<file path="src/design/bfq_pkg.sv">
// ----------------------------------------------------------------------------
// bfq_pkg
// Shared types and constants of the battery fault qualifier: opcodes, bank
// codes, register indexes, category bits and the structs between modules.
// ----------------------------------------------------------------------------
package bfq_pkg;

  localparam int OP_W    = 2;
  localparam int CAT_W   = 3;
  localparam int CH_W    = 5;
  localparam int CNT_W   = 8;
  localparam int CODE_W  = 5;
  localparam int CFG_W   = 8;
  localparam int CFG_IDX_W = 3;

  localparam int CH_SPAN   = 1 << CH_W;
  localparam int NUM_BANKS = 1 << CAT_W;

  localparam int DEF_CELLS               = 32;
  localparam int DEF_CHIPS               = 4;
  localparam int DEF_TEMP_SENSORS        = 32;
  localparam int DEF_CV_GROUPS_PER_CHIP  = 4;
  localparam int DEF_AUX_GROUPS_PER_CHIP = 2;

  localparam logic [CNT_W-1:0] LIMIT_RESET      = 8'd30;
  localparam logic [CNT_W-1:0] TEMP_LIMIT_RESET = 8'd10;
  localparam logic [CNT_W-1:0] CNT_MAX          = '1;

  localparam logic [CODE_W-1:0] BIT_TEMPERATURE = 5'(1 << 0);
  localparam logic [CODE_W-1:0] BIT_VOLTAGE     = 5'(1 << 1);
  localparam logic [CODE_W-1:0] BIT_SELF_TEST   = 5'(1 << 2);
  localparam logic [CODE_W-1:0] BIT_SENSE_LINE  = 5'(1 << 4);

  typedef enum logic [OP_W-1:0] {
    OP_INC    = 2'd0,
    OP_CLEAR  = 2'd1,
    OP_READ   = 2'd2,
    OP_REINIT = 2'd3
  } opcode_t;

  typedef enum logic [CAT_W-1:0] {
    CAT_VRANGE   = 3'd0,
    CAT_VMISSING = 3'd1,
    CAT_SENSE    = 3'd2,
    CAT_TRANGE   = 3'd3,
    CAT_TMISSING = 3'd4,
    CAT_CVTEST   = 3'd5,
    CAT_AUXTEST  = 3'd6,
    CAT_MUXTEST  = 3'd7
  } cat_t;

  typedef enum logic [CFG_IDX_W-1:0] {
    CFG_VOLTAGE_RANGE   = 3'd0,
    CFG_MISSING_VOLTAGE = 3'd1,
    CFG_SENSE_LINE      = 3'd2,
    CFG_TEMP_RANGE      = 3'd3,
    CFG_MISSING_TEMP    = 3'd4,
    CFG_SELF_TEST       = 3'd5
  } cfg_reg_t;

  typedef struct packed {
    logic [CNT_W-1:0] voltage_range;
    logic [CNT_W-1:0] missing_voltage;
    logic [CNT_W-1:0] sense_line;
    logic [CNT_W-1:0] temp_range;
    logic [CNT_W-1:0] missing_temp;
    logic [CNT_W-1:0] self_test;
  } limits_t;

  typedef struct packed {
    logic            fire;
    opcode_t         op;
    cat_t            cat;
    logic [CH_W-1:0] ch;
  } req_t;

  typedef struct packed {
    logic [CNT_W-1:0]  count;
    logic [CODE_W-1:0] fault_code;
    logic              relay_closed;
    logic              index_error;
  } rsp_t;

endpackage

</file>
<file path="src/design/bfq_req_if.sv">
// ----------------------------------------------------------------------------
// bfq_req_if
// Request channel: one operation on one fault counter.
// ----------------------------------------------------------------------------
interface bfq_req_if;
  logic                        valid;
  logic                        ready;
  logic [bfq_pkg::OP_W-1:0]    opcode;
  logic [bfq_pkg::CAT_W-1:0]   category;
  logic [bfq_pkg::CH_W-1:0]    channel;

  modport source (output valid, opcode, category, channel, input ready);
  modport sink   (input valid, opcode, category, channel, output ready);
endinterface

</file>
<file path="src/design/bfq_rsp_if.sv">
// ----------------------------------------------------------------------------
// bfq_rsp_if
// Result channel: counter value, fault code, relay and index status.
// ----------------------------------------------------------------------------
interface bfq_rsp_if;
  logic                        valid;
  logic                        ready;
  logic [bfq_pkg::CNT_W-1:0]   count;
  logic [bfq_pkg::CODE_W-1:0]  fault_code;
  logic                        relay_closed;
  logic                        index_error;

  modport source (output valid, count, fault_code, relay_closed, index_error,
                  input ready);
  modport sink   (input valid, count, fault_code, relay_closed, index_error,
                  output ready);
endinterface

</file>
<file path="src/design/battery_fault_qualifier_top.sv">
// ----------------------------------------------------------------------------
// battery_fault_qualifier_top
// Battery-monitor fault qualifier: per-channel fault counters with limits,
// sticky fault code and shutdown relay latch.
// ----------------------------------------------------------------------------
// Usage:
//   req  : valid/ready channel carrying opcode, category and channel.
//   rsp  : valid/ready channel with count, fault_code, relay_closed and
//          index_error; exactly one result per request, in order.
//   cfg_*: plain write port for the six trip limits (index 0..5); writes
//          to other indexes are dropped. Write only while the block is idle.
// Timing:
//   A transfer on req lands in an input register; once it advances, the
//   counter bank reads, updates and writes back the addressed counter and
//   the result is captured in the output register, which drives rsp.valid;
//   one request per cycle is taken sustained while rsp.ready stays high,
//   set by the single read-modify-write of the counter banks.
// Reset (rst, synchronous): counters and fault code clear, relay closed,
//   limits return to their defaults, both channels empty.
// Stall: while rsp.ready is low the result holds; the input register still
//   takes one more request, then req.ready drops until the result leaves.
// ----------------------------------------------------------------------------
module battery_fault_qualifier_top #(
  parameter int CELLS               = bfq_pkg::DEF_CELLS,
  parameter int CHIPS               = bfq_pkg::DEF_CHIPS,
  parameter int TEMP_SENSORS        = bfq_pkg::DEF_TEMP_SENSORS,
  parameter int CV_GROUPS_PER_CHIP  = bfq_pkg::DEF_CV_GROUPS_PER_CHIP,
  parameter int AUX_GROUPS_PER_CHIP = bfq_pkg::DEF_AUX_GROUPS_PER_CHIP
) (
  input  logic                          clk,
  input  logic                          rst,
  bfq_req_if.sink                       req,
  bfq_rsp_if.source                     rsp,
  input  logic                          cfg_we,
  input  logic [bfq_pkg::CFG_IDX_W-1:0] cfg_index,
  input  logic [bfq_pkg::CFG_W-1:0]     cfg_data
);

  logic                      s1_valid;
  logic                      s1_valid_next;
  bfq_pkg::opcode_t          s1_op;
  bfq_pkg::cat_t             s1_cat;
  logic [bfq_pkg::CH_W-1:0]  s1_ch;
  logic                      out_valid;
  logic                      out_valid_next;
  logic                      advance;
  logic                      take;

  bfq_pkg::limits_t          limits;
  bfq_pkg::req_t             bank_req;
  bfq_pkg::rsp_t             bank_rsp;
  bfq_pkg::rsp_t             out_data;

  assign advance   = s1_valid && (!out_valid || rsp.ready);
  assign req.ready = !s1_valid || advance;
  assign take      = req.valid && req.ready;

  always_comb begin
    s1_valid_next = s1_valid;
    if (take) begin
      s1_valid_next = 1'b1;
    end else if (advance) begin
      s1_valid_next = 1'b0;
    end
    out_valid_next = out_valid;
    if (advance) begin
      out_valid_next = 1'b1;
    end else if (rsp.ready) begin
      out_valid_next = 1'b0;
    end
  end

  always_ff @(posedge clk) begin
    if (rst) begin
      s1_valid  <= 1'b0;
      out_valid <= 1'b0;
    end else begin
      s1_valid  <= s1_valid_next;
      out_valid <= out_valid_next;
    end
  end

  // hold the request until it moves to the result register
  always_ff @(posedge clk) begin
    if (take) begin
      s1_op  <= bfq_pkg::opcode_t'(req.opcode);
      s1_cat <= bfq_pkg::cat_t'(req.category);
      s1_ch  <= req.channel;
    end
    if (advance) begin
      out_data <= bank_rsp;
    end
  end

  assign bank_req.fire = advance;
  assign bank_req.op   = s1_op;
  assign bank_req.cat  = s1_cat;
  assign bank_req.ch   = s1_ch;

  bfq_limit_regs u_limits (
    .clk       (clk),
    .rst       (rst),
    .cfg_we    (cfg_we),
    .cfg_index (cfg_index),
    .cfg_data  (cfg_data),
    .limits    (limits)
  );

  bfq_counter_banks #(
    .CELLS               (CELLS),
    .CHIPS               (CHIPS),
    .TEMP_SENSORS        (TEMP_SENSORS),
    .CV_GROUPS_PER_CHIP  (CV_GROUPS_PER_CHIP),
    .AUX_GROUPS_PER_CHIP (AUX_GROUPS_PER_CHIP)
  ) u_banks (
    .clk    (clk),
    .rst    (rst),
    .req    (bank_req),
    .limits (limits),
    .rsp    (bank_rsp)
  );

  assign rsp.valid        = out_valid;
  assign rsp.count        = out_data.count;
  assign rsp.fault_code   = out_data.fault_code;
  assign rsp.relay_closed = out_data.relay_closed;
  assign rsp.index_error  = out_data.index_error;

endmodule

</file>
<file path="src/design/bfq_limit_regs.sv">
// ----------------------------------------------------------------------------
// bfq_limit_regs
// Trip limit registers, written through the plain configuration port.
// ----------------------------------------------------------------------------
module bfq_limit_regs (
  input  logic                             clk,
  input  logic                             rst,
  input  logic                             cfg_we,
  input  logic [bfq_pkg::CFG_IDX_W-1:0]    cfg_index,
  input  logic [bfq_pkg::CFG_W-1:0]        cfg_data,
  output bfq_pkg::limits_t                 limits
);

  always_ff @(posedge clk) begin
    if (rst) begin
      limits.voltage_range   <= bfq_pkg::LIMIT_RESET;
      limits.missing_voltage <= bfq_pkg::LIMIT_RESET;
      limits.sense_line      <= bfq_pkg::LIMIT_RESET;
      limits.temp_range      <= bfq_pkg::TEMP_LIMIT_RESET;
      limits.missing_temp    <= bfq_pkg::LIMIT_RESET;
      limits.self_test       <= bfq_pkg::LIMIT_RESET;
    end else if (cfg_we) begin
      unique case (cfg_index)
        bfq_pkg::CFG_VOLTAGE_RANGE:   limits.voltage_range   <= cfg_data;
        bfq_pkg::CFG_MISSING_VOLTAGE: limits.missing_voltage <= cfg_data;
        bfq_pkg::CFG_SENSE_LINE:      limits.sense_line      <= cfg_data;
        bfq_pkg::CFG_TEMP_RANGE:      limits.temp_range      <= cfg_data;
        bfq_pkg::CFG_MISSING_TEMP:    limits.missing_temp    <= cfg_data;
        bfq_pkg::CFG_SELF_TEST:       limits.self_test       <= cfg_data;
        default: ;  // unmapped index: drop the write
      endcase
    end
  end

endmodule

</file>
<file path="src/design/bfq_counter_banks.sv">
// ----------------------------------------------------------------------------
// bfq_counter_banks
// Eight banks of saturating fault counters with the sticky fault code and
// the shutdown relay latch. One request is read, updated and written back
// in the cycle it fires; the response is combinational.
// ----------------------------------------------------------------------------
module bfq_counter_banks #(
  parameter int CELLS               = bfq_pkg::DEF_CELLS,
  parameter int CHIPS               = bfq_pkg::DEF_CHIPS,
  parameter int TEMP_SENSORS        = bfq_pkg::DEF_TEMP_SENSORS,
  parameter int CV_GROUPS_PER_CHIP  = bfq_pkg::DEF_CV_GROUPS_PER_CHIP,
  parameter int AUX_GROUPS_PER_CHIP = bfq_pkg::DEF_AUX_GROUPS_PER_CHIP
) (
  input  logic             clk,
  input  logic             rst,
  input  bfq_pkg::req_t    req,
  input  bfq_pkg::limits_t limits,
  output bfq_pkg::rsp_t    rsp
);

  localparam int CV_SECTIONS  = CHIPS * CV_GROUPS_PER_CHIP;
  localparam int AUX_SECTIONS = CHIPS * AUX_GROUPS_PER_CHIP;
  localparam int BANK_SIZE [bfq_pkg::NUM_BANKS] = '{
    CELLS, CV_SECTIONS, CELLS, TEMP_SENSORS,
    AUX_SECTIONS, CV_SECTIONS, AUX_SECTIONS, CHIPS
  };

  logic [bfq_pkg::CNT_W-1:0]  rd_val [bfq_pkg::NUM_BANKS];
  logic [bfq_pkg::NUM_BANKS-1:0] in_range;

  logic [bfq_pkg::CNT_W-1:0]  sel_val;
  logic [bfq_pkg::CNT_W-1:0]  inc_val;
  logic [bfq_pkg::CNT_W-1:0]  wr_val;
  logic [bfq_pkg::CNT_W-1:0]  limit_sel;
  logic [bfq_pkg::CODE_W-1:0] bit_sel;
  logic                       err;
  logic                       trip;
  logic                       clr_all;
  logic                       wr_en;

  logic [bfq_pkg::CODE_W-1:0] fault_bits;
  logic [bfq_pkg::CODE_W-1:0] fault_bits_next;
  logic                       relay_latch;
  logic                       relay_latch_next;

  assign clr_all = req.fire && (req.op == bfq_pkg::OP_REINIT);
  assign wr_en   = req.fire && !err &&
                   ((req.op == bfq_pkg::OP_INC) || (req.op == bfq_pkg::OP_CLEAR));

  for (genvar b = 0; b < bfq_pkg::NUM_BANKS; b++) begin : g_bank
    // Channels above the field's span can never be addressed.
    localparam int DEPTH = (BANK_SIZE[b] < bfq_pkg::CH_SPAN) ?
                           BANK_SIZE[b] : bfq_pkg::CH_SPAN;

    logic [bfq_pkg::CNT_W-1:0] cnt [DEPTH];

    if (BANK_SIZE[b] >= bfq_pkg::CH_SPAN) begin : g_full
      assign in_range[b] = 1'b1;
    end else begin : g_part
      assign in_range[b] = (req.ch < bfq_pkg::CH_W'(BANK_SIZE[b]));
    end

    for (genvar e = 0; e < DEPTH; e++) begin : g_entry
      always_ff @(posedge clk) begin
        if (rst || clr_all) begin
          cnt[e] <= '0;
        end else if (wr_en && (req.cat == bfq_pkg::CAT_W'(b)) &&
                     (req.ch == bfq_pkg::CH_W'(e))) begin
          cnt[e] <= wr_val;
        end
      end
    end

    if (DEPTH == 1) begin : g_single
      assign rd_val[b] = cnt[0];
    end else begin : g_multi
      localparam int IW = $clog2(DEPTH);
      assign rd_val[b] = cnt[req.ch[IW-1:0]];
    end
  end

  always_comb begin
    unique case (req.cat)
      bfq_pkg::CAT_VRANGE: begin
        limit_sel = limits.voltage_range;   bit_sel = bfq_pkg::BIT_VOLTAGE;
      end
      bfq_pkg::CAT_VMISSING: begin
        limit_sel = limits.missing_voltage; bit_sel = bfq_pkg::BIT_VOLTAGE;
      end
      bfq_pkg::CAT_SENSE: begin
        limit_sel = limits.sense_line;      bit_sel = bfq_pkg::BIT_SENSE_LINE;
      end
      bfq_pkg::CAT_TRANGE: begin
        limit_sel = limits.temp_range;      bit_sel = bfq_pkg::BIT_TEMPERATURE;
      end
      bfq_pkg::CAT_TMISSING: begin
        limit_sel = limits.missing_temp;    bit_sel = bfq_pkg::BIT_TEMPERATURE;
      end
      bfq_pkg::CAT_CVTEST,
      bfq_pkg::CAT_AUXTEST,
      bfq_pkg::CAT_MUXTEST: begin
        limit_sel = limits.self_test;       bit_sel = bfq_pkg::BIT_SELF_TEST;
      end
    endcase
  end

  always_comb begin
    sel_val = rd_val[req.cat];
    err     = (req.op != bfq_pkg::OP_REINIT) && !in_range[req.cat];
    // saturate at full scale
    inc_val = (sel_val == bfq_pkg::CNT_MAX) ? sel_val : sel_val + 1'b1;
    wr_val  = (req.op == bfq_pkg::OP_INC) ? inc_val : '0;
    trip    = req.fire && (req.op == bfq_pkg::OP_INC) && !err && (inc_val > limit_sel);

    fault_bits_next  = fault_bits | (trip ? bit_sel : '0);
    relay_latch_next = relay_latch;
    if (clr_all) begin
      relay_latch_next = 1'b1;
    end else if (trip) begin
      relay_latch_next = 1'b0;
    end

    unique case (req.op)
      bfq_pkg::OP_INC:    rsp.count = err ? '0 : inc_val;
      bfq_pkg::OP_READ:   rsp.count = err ? '0 : sel_val;
      bfq_pkg::OP_CLEAR,
      bfq_pkg::OP_REINIT: rsp.count = '0;
    endcase
    rsp.fault_code   = fault_bits_next;
    rsp.relay_closed = relay_latch_next;
    rsp.index_error  = err;
  end

  always_ff @(posedge clk) begin
    if (rst) begin
      fault_bits  <= '0;
      relay_latch <= 1'b1;
    end else if (req.fire) begin
      fault_bits  <= fault_bits_next;
      relay_latch <= relay_latch_next;
    end
  end

  a_reinit_closes_relay: assert property (@(posedge clk) disable iff (rst)
    (req.fire && (req.op == bfq_pkg::OP_REINIT)) |=> relay_latch)
    else $error("relay not closed after reinitialize");

  a_trip_opens_relay: assert property (@(posedge clk) disable iff (rst)
    (req.fire && (req.op == bfq_pkg::OP_INC) && !rsp.index_error &&
     (rsp.count > limit_sel)) |=>
      (!relay_latch && ((fault_bits & $past(bit_sel)) != '0)))
    else $error("tripping increment did not open relay and set fault bit");

  a_fault_sticky: assert property (@(posedge clk) disable iff (rst)
    !rst |=> ((fault_bits & $past(fault_bits)) == $past(fault_bits)))
    else $error("fault code lost a sticky bit");

  a_error_no_count: assert property (@(posedge clk) disable iff (rst)
    (req.fire && rsp.index_error) |-> (rsp.count == '0 && !wr_en))
    else $error("index error with nonzero count or counter write");

endmodule
</file>
<file path="src/flat_wrapper.sv">
// flat-port wrapper written by rule: the top's interface ports become plain ports
module battery_fault_qualifier_top_flat 
#(
  parameter int CELLS               = bfq_pkg::DEF_CELLS,
  parameter int CHIPS               = bfq_pkg::DEF_CHIPS,
  parameter int TEMP_SENSORS        = bfq_pkg::DEF_TEMP_SENSORS,
  parameter int CV_GROUPS_PER_CHIP  = bfq_pkg::DEF_CV_GROUPS_PER_CHIP,
  parameter int AUX_GROUPS_PER_CHIP = bfq_pkg::DEF_AUX_GROUPS_PER_CHIP
)
  (clk, rst, cfg_we, cfg_index, cfg_data, req_valid, req_opcode, req_category, req_channel, req_ready, rsp_valid, rsp_count, rsp_fault_code, rsp_relay_closed, rsp_index_error, rsp_ready);
  bfq_req_if req_i ();
  bfq_rsp_if rsp_i ();
  input  logic clk;
  input  logic rst;
  input  logic cfg_we;
  input  logic [bfq_pkg::CFG_IDX_W-1:0] cfg_index;
  input  logic [bfq_pkg::CFG_W-1:0] cfg_data;
  input wire logic [$bits(req_i.valid)-1:0] req_valid;
  input wire logic [$bits(req_i.opcode)-1:0] req_opcode;
  input wire logic [$bits(req_i.category)-1:0] req_category;
  input wire logic [$bits(req_i.channel)-1:0] req_channel;
  output wire logic [$bits(req_i.ready)-1:0] req_ready;
  output wire logic [$bits(rsp_i.valid)-1:0] rsp_valid;
  output wire logic [$bits(rsp_i.count)-1:0] rsp_count;
  output wire logic [$bits(rsp_i.fault_code)-1:0] rsp_fault_code;
  output wire logic [$bits(rsp_i.relay_closed)-1:0] rsp_relay_closed;
  output wire logic [$bits(rsp_i.index_error)-1:0] rsp_index_error;
  input wire logic [$bits(rsp_i.ready)-1:0] rsp_ready;
  assign req_i.valid = req_valid;
  assign req_i.opcode = req_opcode;
  assign req_i.category = req_category;
  assign req_i.channel = req_channel;
  assign req_ready = req_i.ready;
  assign rsp_valid = rsp_i.valid;
  assign rsp_count = rsp_i.count;
  assign rsp_fault_code = rsp_i.fault_code;
  assign rsp_relay_closed = rsp_i.relay_closed;
  assign rsp_index_error = rsp_i.index_error;
  assign rsp_i.ready = rsp_ready;
  battery_fault_qualifier_top #(.CELLS(CELLS), .CHIPS(CHIPS), .TEMP_SENSORS(TEMP_SENSORS), .CV_GROUPS_PER_CHIP(CV_GROUPS_PER_CHIP), .AUX_GROUPS_PER_CHIP(AUX_GROUPS_PER_CHIP)) u_core (.clk(clk), .rst(rst), .req(req_i), .rsp(rsp_i), .cfg_we(cfg_we), .cfg_index(cfg_index), .cfg_data(cfg_data));
endmodule
</file>
<file path="config.mk">
export PLATFORM = sky130hd
export DESIGN_NAME = battery_fault_qualifier_top_flat
export DESIGN_NICKNAME = d
export VERILOG_FILES = /design/src/design/bfq_pkg.sv /design/src/design/bfq_req_if.sv /design/src/design/bfq_rsp_if.sv /design/src/design/battery_fault_qualifier_top.sv /design/src/design/bfq_limit_regs.sv /design/src/design/bfq_counter_banks.sv /design/src/flat_wrapper.sv
export SDC_FILE = /design/constraint.sdc
export NUM_CORES = 2
export LEC_CHECK = 0
export ABC_AREA = 1
export BUFFER_PORTS_ARGS = -buffer_cell sky130_fd_sc_hd__buf_2
export CAP_MARGIN = 20
export CORE_ASPECT_RATIO = 0.5
export CORE_MARGIN = 1.5
export CORE_UTILIZATION = 60
export CTS_CLUSTER_DIAMETER = 80
export DETAILED_ROUTE_END_ITERATION = 8
export HOLD_SLACK_MARGIN = 0.1
export PLACE_DENSITY = 0.76
export SETUP_SLACK_MARGIN = 0.02
export SLEW_MARGIN = 20
export SYNTH_ARGS = -nofsm -noshare
export SYNTH_HDL_FRONTEND = slang
export SYNTH_SLANG_ARGS = --single-unit
export TNS_END_PERCENT = 20
</file>
<file path="constraint.sdc">
create_clock -name clk -period 5.3 [get_ports clk]
set_input_delay 0.265 -clock clk [delete_from_list [all_inputs] [get_ports clk]]
set_output_delay 0.265 -clock clk [all_outputs]
set_load 0.1 [all_outputs]
</file>
==> results.toml <==
[status]
status = "finished clean"

[die]
rows = 80
fp.dieW_um = 446
die_h_um = 225
dieArea_um2 = 100000
start_util_pct = 61.2
core-area_um2 = 96300
pin_count = 43

[synth]
ys.flop_type = "edfxtp_1"
synthArstFlopShare_pct = 0
syn_inst = 6178
synth_edf_count = 1208
syn_nets = 6213
synth.distinct_cells = 41
synth_compound_area_share_pct = 4.30
synth.area.mux_share_pct = 0
synthSimpleGateAreaFrac_pct = 26.7
synth_top_family_by_area = "simple AND/OR/NAND/NOR gates"
avgSynthCellArea_um2 = 9.53
yosys.area_share.xor_xnor_pct = 0
synth-adder-area-share_pct = 0.191
yosysSeqAreaShare_pct = 63.6
synth_area_um2 = 58900
ys_ff_latch = 1268
synth_warnings = 0

[pwr]
power_density_nw_per_um2 = 348
vdd_drop_max_mv = 0.301
combPwrFrac_pct = 13.0
cellLeakagePower_nw = 23.3
pwr-share-clk_pct = 35.5
switching_power_mw = 6.05
swShare_pct = 27.1
seqPwrFrac_pct = 51.5
p_int_mw = 16.3
total_power_mw = 22.4

[worst_hold_path]
hp-start = "req_category[2]"
hold_depth = 2
min_path_type = "in2reg"
whs_endpoint = "u_core.s1_cat[2]"

[sta]
finalMaxSlewViolations = 0
period_needed_ns = 5.08
fin_skew_ns = 0.0367
setup_viol = 0
relSlewSlack_pct = 23.7
tightest_slew_ns = 1.14
fmax_mhz = 197
hold_viol = 0
setup-tns-final_ns = 0
final.period_utilization_pct = 95.9
grt_setup_unrepaired = "false"

[global_route]
overflow = 0
first_global_vias = 44600
grt_max_degree = 123
grt_util_all_layers_pct = 36.2
grt_pass1_wl_um = 271000
antenna_found_initial = 3

[worst_setup_path]
worst_ep_arrival_time_ns = 5.57
worstSetupStartpointType = "register"
path_max_fanout = 79
reg2regPathDepth = 25
reg2reg_setup_slack_ns = 0.22
critical_path_required_ns = 5.78
crit_type = "reg2reg"
r2r_end = "u_core.rsp.fault_code[4]"
end_kind = "register"

[final_layout]
area_growth_pct = 9.29
nets = 6170
fill_cells = 7385
drive_gt1_share_pct = 7.55

[clocking]
cts_tree = "done"
cts_setup_buffers = 0
cts_root_buffer = "clkbuf_16"
cts_sinks = 1268
numCtsBuffers = 108
htreeDepth = 3
clk_pin_slew_ns = 0.07
clock_latency_ns = 0.76
max-clock-path-buffers = 3

[route]
drc = 0
first_iter_violations = 8459
wl_um = 182000
via_per_inst = 6.33
postRouteAntennaNets = 0
vias = 47700
wire_per_inst_um = 24.2
drt_pass1_iterations = 8

[placement]
port_buffers = 41
gp_congestion = 1.03
post-dp-hpwl_um = 118000

[run]
maxCapViolations = 0
## sequential cells by signal, summed over array words and instances, names as in the netlist, named ones only
name	count
u_core.u_banks.fault_bits	4
u_core.s1_valid	1
u_core.rsp.count	8
u_core.u_limits.limits	48
u_core.s1_ch	5
u_core.u_banks.relay_latch	1
u_core.rsp.valid	1
u_core.u_banks.g_bank.cnt	1184
u_core.rsp.relay_closed	1
u_core.s1_op	2
u_core.rsp.fault_code	4
u_core.rsp.index_error	1
u_core.s1_cat	3
## kinds of logic after synthesis
kind of cell               after synthesis
adders and majority gates                9
AOI/OAI and AO/OA                      460
DFF                                   1268
other                                    1
buffers and inverters                  600
and+or+nand+nor                       3840
## cell type report
type,instances,area (um2),area share [%]
Antenna cell,1,2.50,0.00389
Clock buffer,143,2920,4.54
Clock inverter,55,480,0.747
Inverter,152,604,0.939
Multi-Input combinational cell,4310,18500,28.7
Sequential cell,1268,37500,58.2
Tap cell,1312,1640,2.55
Timing Repair Buffer,295,2750,4.27
## worst max-delay path: stages, from the launching register on
cell and delay, ns:
dfxtp_4 0.45, inv_16 0.30, buf_12 0.28, nand2_1 0.08, nand3_1 0.12, nand3_1 0.09
nand3_1 0.09, nand2_1 0.30, a21oi_1 0.47, nand2_1 0.10, nor2_1 0.30, nor2_2 0.12
ha_1 0.23, nand3_2 0.13, nor2_4 0.08, nand2_4 0.10, nand3_1 0.16, and2_1 0.21
ha_1 0.30, nand3_1 0.10, nor2_1 0.10, a311oi_1 0.08, nand3_1 0.12, inv_1 0.10
a21oi_1 0.21, inv_1 0.07
## per-stage QoR
| step | instances | setup WS, ns | utilization, % | hold slack [ns] | instance area (um2) |
|---|---|---|---|---|---|
| floorplan | 6178 | 1.74 | - | 0.334 | 58900 |
| global placement | 7299 | 0.495 | 63.0 | 0.433 | 60600 |
| detailed placement | 7303 | 0.405 | 63.0 | 0.442 | 60600 |
| CTS | 7529 | 0.350 | 66.8 | 0.219 | 64300 |
| global route | 7536 | 0.0295 | 66.8 | 0.238 | 64400 |
| finish | 7536 | 0.216 | 66.8 | 0.250 | 64400 |
## placed cells by master, fill, tap and decap left out, drive strengths merged, types with 6 or more instances in the layout
cell type / instances
clkbuf: 145
dfxtp: 60
clkinv: 41
ha: 9
a21oi: 28
o22ai: 17
o221ai: 8
buf: 265
nor2: 1541
inv: 153
o21ai: 346
dlygate4sd3: 28
bufinv: 7
o211ai: 47
clkinvlp: 6
nand3: 966
nand2: 1316
edfxtp: 1208
nor3: 10
## power groups by stage
stage	sequential (mW)	combinational, mW	clock, mW
3_3_place_gp	11.7	2.70	0
4_1_cts	11.5	2.77	7.91
2_1_floorplan	11.7	1.71	0
3_5_place_dp	11.7	2.74	0
5_1_grt	11.6	3.05	8.28
6_report	11.5	2.90	7.94
## metal layers
layer | vias up | GRT usage (%) | wire [um]
met5 | - | 1.97 | 287
met4 | 6 | 13.7 | 8200
met3 | 596 | 14.6 | 30100
met2 | 3661 | 51.7 | 76800
met1 | 22600 | 49.7 | 66800
li1 | 20800 | - | -
## cell usage after synthesis, types with 17 or more instances
library cell,number,share of area (%)
o211ai_1,47,0.60
o21ai_0,299,2.5
buf_6,37,0.71
inv_1,134,0.85
nand2_1,1312,8.4
buf_1,21,0.13
nand3_1,963,8.2
o21ai_1,46,0.39
dfxtp_1,60,2.0
a21oi_1,26,0.22
clkbuf_1,103,0.66
o22ai_1,17,0.18
nor2_1,1531,9.8
edfxtp_1,1208,62
buf_2,226,1.9
buf_4,61,0.78
## worst max path at each step
| stage | endpoint | slack, ns |
|---|---|---|
| after floorplan | u_core.rsp.fault_code[0] | 1.74 |
| after global placement | u_core.rsp.fault_code[0] | 0.50 |
| after detailed placement | u_core.rsp.fault_code[2] | 0.41 |
| after CTS | u_core.rsp.fault_code[4] | 0.35 |
| after global routing | u_core.rsp.fault_code[0] | 0.03 |
| final | u_core.rsp.fault_code[4] | 0.22 |
## timing repair
action	CTS	global route
hold buffers	28	0
setup endpoints to repair	0	8
endpoints found under the hold margin	69	0
resized for setup	0	1
No activity file was read; power rests on OpenSTA's default activity.
